File: config.mk
export PLATFORM = sky130hd
export DESIGN_NAME = hsc_slope
export DESIGN_NICKNAME = d
export VERILOG_FILES = /design/src/rtl/hsc_pkg.sv /design/src/rtl/hsc_slope.sv
export SDC_FILE = /design/constraint.sdc
export NUM_CORES = 2
export LEC_CHECK = 0
export BUFFER_PORTS_ARGS = -buffer_cell sky130_fd_sc_hd__buf_2
export CAP_MARGIN = 20
export CORE_MARGIN = 10
export CORE_UTILIZATION = 57
export DETAILED_ROUTE_END_ITERATION = 10
export PLACE_DENSITY_LB_ADDON = 0.3
export REMOVE_ABC_BUFFERS = 1
export SETUP_SLACK_MARGIN = 0.2
export SYNTH_ARGS = -nofsm -noshare
export SYNTH_HDL_FRONTEND = slang
export SYNTH_SLANG_ARGS = --single-unit
File: constraint.sdc
create_clock -name clk -period 8 [get_ports clk]
set_clock_uncertainty 0.05 [all_clocks]
set_input_delay 0.4 -clock clk [delete_from_list [all_inputs] [get_ports clk]]
set_output_delay 0.4 -clock clk [all_outputs]
set_load 0.005 [all_outputs]
File: src/rtl/hsc_pkg.sv
// ----------------------------------------------------------------------------
// hsc_pkg
// Shared codes, reset values and beat types of the heightmap slope classifier.
// ----------------------------------------------------------------------------
package hsc_pkg;

  localparam logic [1:0] OP_SAMPLE = 2'd0;
  localparam logic [1:0] OP_FLUSH  = 2'd1;
  localparam logic [1:0] OP_LOAD   = 2'd2;

  localparam logic [1:0] CFG_SLOPE_COEF     = 2'd0;
  localparam logic [1:0] CFG_ROW_WIDTH      = 2'd1;
  localparam logic [1:0] CFG_ACTIVE_ENTRIES = 2'd2;

  localparam logic [31:0] SLOPE_COEF_RESET     = 32'h0100_0000;
  localparam logic [12:0] ROW_WIDTH_RESET      = 13'd4096;
  localparam logic [4:0]  ACTIVE_ENTRIES_RESET = 5'd0;

  localparam logic [23:0] TAN_MAX = 24'hFF_FFFF;

  typedef enum logic [1:0] {
    KIND_SAMPLE,
    KIND_FLUSH,
    KIND_LOAD
  } kind_t;

  typedef struct packed {
    logic [1:0]  opcode;
    logic [11:0] column;
    logic        first_row;
    logic [15:0] height;
    logic [3:0]  entry_index;
    logic [23:0] range_low;
    logic [23:0] range_high;
    logic [31:0] entry_color;
  } in_beat_t;

  typedef struct packed {
    logic [11:0] out_column;
    logic [31:0] right_color;
    logic        right_match;
    logic [31:0] bottom_color;
    logic        bottom_match;
    logic        from_flush;
  } out_beat_t;

  typedef struct packed {
    logic [3:0]  entry_index;
    logic [23:0] range_low;
    logic [23:0] range_high;
    logic [31:0] entry_color;
  } load_t;

  typedef struct packed {
    kind_t       kind;
    logic [11:0] column;
    logic [15:0] height;
    logic        right_ok;
    logic [15:0] cur;
    logic [15:0] right;
    load_t       load;
  } lb_beat_t;

  typedef struct packed {
    kind_t       kind;
    logic [11:0] column;
    logic [15:0] right_diff;
    logic [15:0] bottom_diff;
    load_t       load;
  } diff_beat_t;

  typedef struct packed {
    kind_t       kind;
    logic [11:0] column;
    logic [23:0] right_tan;
    logic [23:0] bottom_tan;
    load_t       load;
  } tan_beat_t;

endpackage

File: src/rtl/hsc_slope.sv
// ----------------------------------------------------------------------------
// hsc_slope
// Absolute height differences, then scaling to saturated Q8.16 tangents.
// ----------------------------------------------------------------------------
module hsc_slope (
  input  logic                clk,
  input  logic                rst,
  input  logic [31:0]         slope_coef,
  input  logic                in_valid,
  output logic                in_ready,
  input  hsc_pkg::lb_beat_t   in_beat,
  output logic                out_valid,
  input  logic                out_ready,
  output hsc_pkg::tan_beat_t  out_beat
);
  import hsc_pkg::*;

  diff_beat_t s3;
  logic       s3_valid;
  tan_beat_t  s4;
  logic       s4_valid;

  logic        s4_free;
  logic        s3_free;
  logic [15:0] right_diff;
  logic [15:0] bottom_diff;
  logic [47:0] right_prod;
  logic [47:0] bottom_prod;

  function automatic logic [15:0] abs_diff(input logic [15:0] a, input logic [15:0] b);
    return (a > b) ? (a - b) : (b - a);
  endfunction

  function automatic logic [23:0] sat_tan(input logic [47:0] p);
    return (p[47:32] != 16'd0) ? TAN_MAX : p[31:8];
  endfunction

  always_comb begin
    s4_free     = !s4_valid || out_ready;
    s3_free     = !s3_valid || s4_free;
    right_diff  = in_beat.right_ok ? abs_diff(in_beat.cur, in_beat.right) : 16'd0;
    bottom_diff = (in_beat.kind == KIND_SAMPLE) ? abs_diff(in_beat.cur, in_beat.height) : 16'd0;
    right_prod  = {32'd0, s3.right_diff} * {16'd0, slope_coef};
    bottom_prod = {32'd0, s3.bottom_diff} * {16'd0, slope_coef};
  end

  assign in_ready = s3_free;

  always_ff @(posedge clk) begin
    if (rst) begin
      s3_valid <= 1'b0;
      s4_valid <= 1'b0;
    end else begin
      if (s3_free) begin
        s3_valid <= in_valid;
      end
      if (s4_free) begin
        s4_valid <= s3_valid;
      end
    end
  end

  always_ff @(posedge clk) begin
    if (in_valid && s3_free) begin
      s3.kind        <= in_beat.kind;
      s3.column      <= in_beat.column;
      s3.right_diff  <= right_diff;
      s3.bottom_diff <= bottom_diff;
      s3.load        <= in_beat.load;
    end
    if (s3_valid && s4_free) begin
      s4.kind       <= s3.kind;
      s4.column     <= s3.column;
      s4.right_tan  <= sat_tan(right_prod);
      s4.bottom_tan <= sat_tan(bottom_prod);
      s4.load       <= s3.load;
    end
  end

  assign out_valid = s4_valid;
  assign out_beat  = s4;

endmodule

Word level (Yosys, flattened, before mapping)
Index checks and enable logic that the tools add are counted.
Word-level totals
  input port bits: 183
  output and inout bits: 148
  flip-flop bits (word level): 278
  word-level logic and storage cells: 37
Cells by class
  reduce and logical (&&, ||, !) cells: 9
  order comparisons: 2
  $add $sub $neg: 4
  multipliers: 2
  mux-type cells: 2
Operators with widths (number)
  $mul 16x32->48: 2
  $sub 16x16->16: 4
  $gt 16x16->1: 2
  $mux 16: 2
  $reduce_bool 16->1: 2
  $logic_and 1x1->1: 2
  $logic_not 1->1: 2
  $logic_not 2->1: 1
  $logic_or 1x1->1: 2

Longest topological paths before layout
  depth in word-level cells: 4
  depth in mapped cells: 27
  mapped depth without buffers: 24

Least setup slack after synthesis
OpenSTA, ideal clock, no wires.
  path type: input port to flip-flop
  from: input out_ready
  to: register s4 (netlist bit out_beat[0]) (enable)
  data required time: 7.279 ns
  setup time: 0.671 ns
  path slack: 0.348 ns
  stages: 2
  path buffers: 0
  arrival time: 6.931 ns
  cells stage by stage: nor2b_1 > nor2b_1
Between the ends
  longest elaborated chain between the ends: 2
RTL lines
  start: declaration: RTL line hsc_slope.sv:13  | input logic out_ready,
  $logic_or 1x1->1: RTL line hsc_slope.sv:39  | s4_free = !s4_valid || out_ready;
  $logic_and 1x1->1: RTL line hsc_slope.sv:71  | if (s3_valid && s4_free) begin
  end: declaration: RTL line hsc_slope.sv:20  | tan_beat_t s4;
Every way passes these cells.
A chain may end at the register's enable or synchronous reset.

Worst setup path in the final report
  from: register s3[103] in the netlist's numbering
  to: register s4 (netlist bit out_beat[108]), data pin
Between the ends
  longest elaborated chain between the ends: 2
RTL lines
  start: declaration: RTL line hsc_slope.sv:18  | diff_beat_t s3;
  $mul 16x32->48 (*): RTL line hsc_slope.sv:43  | right_prod = {32'd0, s3.right_diff} * {16'd0, slope_coef};
  $reduce_bool 16->1: RTL line hsc_slope.sv:35  | return (p[47:32] != 16'd0) ? TAN_MAX : p[31:8];
Mark *: on every way between the ends. The rest lies on a longest branch, timed or not.

==> results by group <==
Clock network
  • Clock buffer depth: 3
  • Clk sink count: between 200 and 300
  • Inserted Clock Buffers: 28
  • H-tree lvl count: 1
  • Clk Latency, worst-skew pair: 590 ps
  • CTS tree: yes
  • Worst-path clk slew: 60 ps
  • Root buffer cell: clkbuf_16

STA
  • Setup_tns: 0 ps
  • Slew Limit Fails: 0
  • Unrepaired setup endpoints after global routing: false
  • F_max: 132 MHz
  • Least-Margin Pin Slew: 1010 ps
  • Tmin final: approximately 7600 ps
  • Slew headroom: 32.2%
  • Final Hold Fails: 0
  • Crit share post-route: 94.4%
  • Final setup fails: 0

Worst setup path
  • Crit path largest cell delay: between 500 and 600 ps
  • Startpoint Class: flop
  • Worst endpoint required time: 8250 ps
  • Crit-path max FO: 24
  • Worst setup EP type: flop
  • Kind of critical path: reg -> reg
  • Crit-path slowest cell: fa_1
  • WP buf/inv: 7
  • CP dominant cell by count: fa_1
  • Worst EP arrival: 7810 ps
  • Largest delay contributor family on the critical path: adder cells

Min path
  • Hold Path Class: in -> reg

Detailed routing
  • Residual DRC: 0
  • WL/cell: ~19 microns
  • Via count: 33.3k
  • Routed WL: between 100,000 and 150,000 microns
  • Vias per cell: ~5.5
  • DR pass1 iterations: 6
  • Post-DRT Antenna Nets: 0
  • Initial DRC count: 2,262

Layout
  • Fillers: 6,281
  • Synth-to-layout area growth: 12.1%
  • Final nets: between 6k and 7k
  • Share of cells above drive strength 1: between 10 and 15%

Floorplan
  • Core ar.: 77,600 sq um
  • Num rows: 102
  • Die Wd: approximately 300 microns
  • Initial Util: 57.6%
  • Die height: 300 microns
  • Ports: 331
  • Die area: 90,000 sq um

Logic synthesis
  • Post-synth top cells: 873 x inv_1, 838 x fa_1, 603 x nand2_1
  • Ys async rst share: 0%
  • Main flop type after synthesis: edfxtp_1
  • Top post-synthesis cells by area: fa_1 38%, edfxtp_1 19%, ha_1 8.3%
  • Synthesized flop and latch total: 278
  • Yosys warns: 0
  • Post-Syn Instances: roughly 4.6k
  • Post-Syn Area: between 40,000 and 50,000 sq um
  • Synth area leader: fa_1
  • Most frequent cell after synthesis: inv_1
  • Post-synth EDFFs: 276
  • Syn_area_per_cell: 9.69 sq um
  • Yosys cell types: 85
  • Top-area cell type share of the netlist area: 37.5%
  • Sequential fraction of the synthesis area: 18.6%

Flow run
  • Max-Cap Viols: 0

Placement
  • HPWL Detailed: 90,800 microns
  • Final GP Congestion: 0.955
  • PortBufs: 330

Global route
  • Global route overflow: 0
  • Maximum number of pins on one net before global-route repair: 114
  • Initial antenna violation count: 8
  • First-pass GRT wire length: 190,000 microns
  • Vias in the first global route: about 36k
  • Gr usage total: 26.0%

Status
  • Status: completed
## state kept, by name, indices dropped and copies added (netlist names)
signal,flops
s3_valid,1
s3,130
out_beat,146
out_valid,1
## worst reg2reg max path, stage by stage (launching register included)
cell and delay, ps:
edfxtp_1 450, buf_12 190, buf_4 150, and2_1 140, fa_1 490, inv_1 60
fa_1 530, inv_1 50, fa_1 490, inv_1 60, fa_1 550, fa_1 420
fa_1 490, inv_1 40, ha_1 430, nand4_1 160, nor2_1 370, nand2_1 150
nor3_1 220, o31ai_2 130, and3_1 220, a311o_1 310, or4b_4 500, nor4_4 330
buf_12 210, nand3_1 100
## through the flow
step | hold slack [ps] | util [%] | setup slack (ps) | instances | instance area [sq um]
CTS | 81.2 | 63.9 | 220 | 5985 | 49600
detailed placement | 355 | 61.5 | 238 | 5828 | 47700
finish | 154 | 64.6 | 446 | 6021 | 50100
global route | 159 | 64.5 | 208 | 6019 | 50100
floorplan | 350 | - | 311 | 4342 | 43600
global placement | 350 | 61.5 | 356 | 5828 | 47700
## path summary, 6_finish.rpt
| kind | start | endpoint | slack [ps] | depth (start not counted) |
|---|---|---|---|---|
| worst max register to register | s3[103] | out_beat[108] | 450 | 25 |
| worst min register to register | s3[18] | out_beat[18] | 360 | 0 |
| worst min-delay path | in_beat[116] | s3[114] | 150 | 3 |
| worst max-delay path | s3[103] | out_beat[108] | 450 | 25 |
## routing by layer
metal	GRT usage, %	vias to the layer above	wire length [microns]
met5	0	-	37
met4	8.53	6	4030
met3	2.72	245	7460
met2	45.7	1176	59500
met1	33.3	16900	45900
li1	-	15000	-
## final cells by class
cell class	count	area [sq um]	share of cell area, %
inverter	873	3280	6.54
clock inverter	21	149	0.297
clock buffer	31	712	1.42
multi-input combinational	3191	32000	64.0
sequential	278	8330	16.6
tap	1040	1300	2.60
antenna	4	10.0	0.0200
timing repair buffer	583	4270	8.52
## logic make-up after synthesis
kind of cell	synth area share (%)
and+or+nand+nor	16.7
buffers and inverters	9.77
adders and majority gates	45.8
AOI/OAI and AO/OA	6.42
DFF	18.6
xor gates and xnor gates	1.76
muxes	0.876
## cell usage in the layout, fill, tap and decap left out, types with 7 or more instances in the layout
master | netlist | layout
buf_12 | 0 | 34
a31oi_1 | 12 | 12
and2_1 | 527 | 526
inv_1 | 873 | 873
dlygate4sd3_1 | 0 | 100
nand4_1 | 71 | 71
fa_1 | 838 | 838
a211oi_1 | 17 | 16
nand2_1 | 603 | 603
nor2b_1 | 16 | 15
nor2_1 | 138 | 138
clkbuf_16 | 0 | 28
nand2b_1 | 9 | 9
edfxtp_1 | 276 | 276
buf_2 | 30 | 330
mux2i_1 | 23 | 23
o2111ai_1 | 7 | 7
buf_4 | 4 | 112
o31ai_1 | 12 | 12
and3_1 | 14 | 14
nand3_1 | 39 | 39
o21bai_1 | 20 | 19
mux2_2 | 13 | 13
ha_1 | 296 | 296
xnor2_1 | 62 | 62
clkinv_1 | 0 | 10
nor4_1 | 8 | 8
xor2_1 | 28 | 28
or3_1 | 10 | 10
o21ai_0 | 67 | 67
o21a_1 | 16 | 16
nor3_1 | 29 | 27
a21oi_1 | 145 | 142
or2_2 | 7 | 7
a21o_1 | 56 | 56
## what timing repair did
action | in CTS | in global routing
hold buffers | 100 | 0
buffers inserted | 5 | 31
resized for setup | 0 | 3
hold endpoints to repair | 100 | 0
setup endpoints to repair | 4 | 48
Power is left out: the tool's default activity adds up to more than one toggle a clock period on the data nets, which glitch-free logic cannot reach.
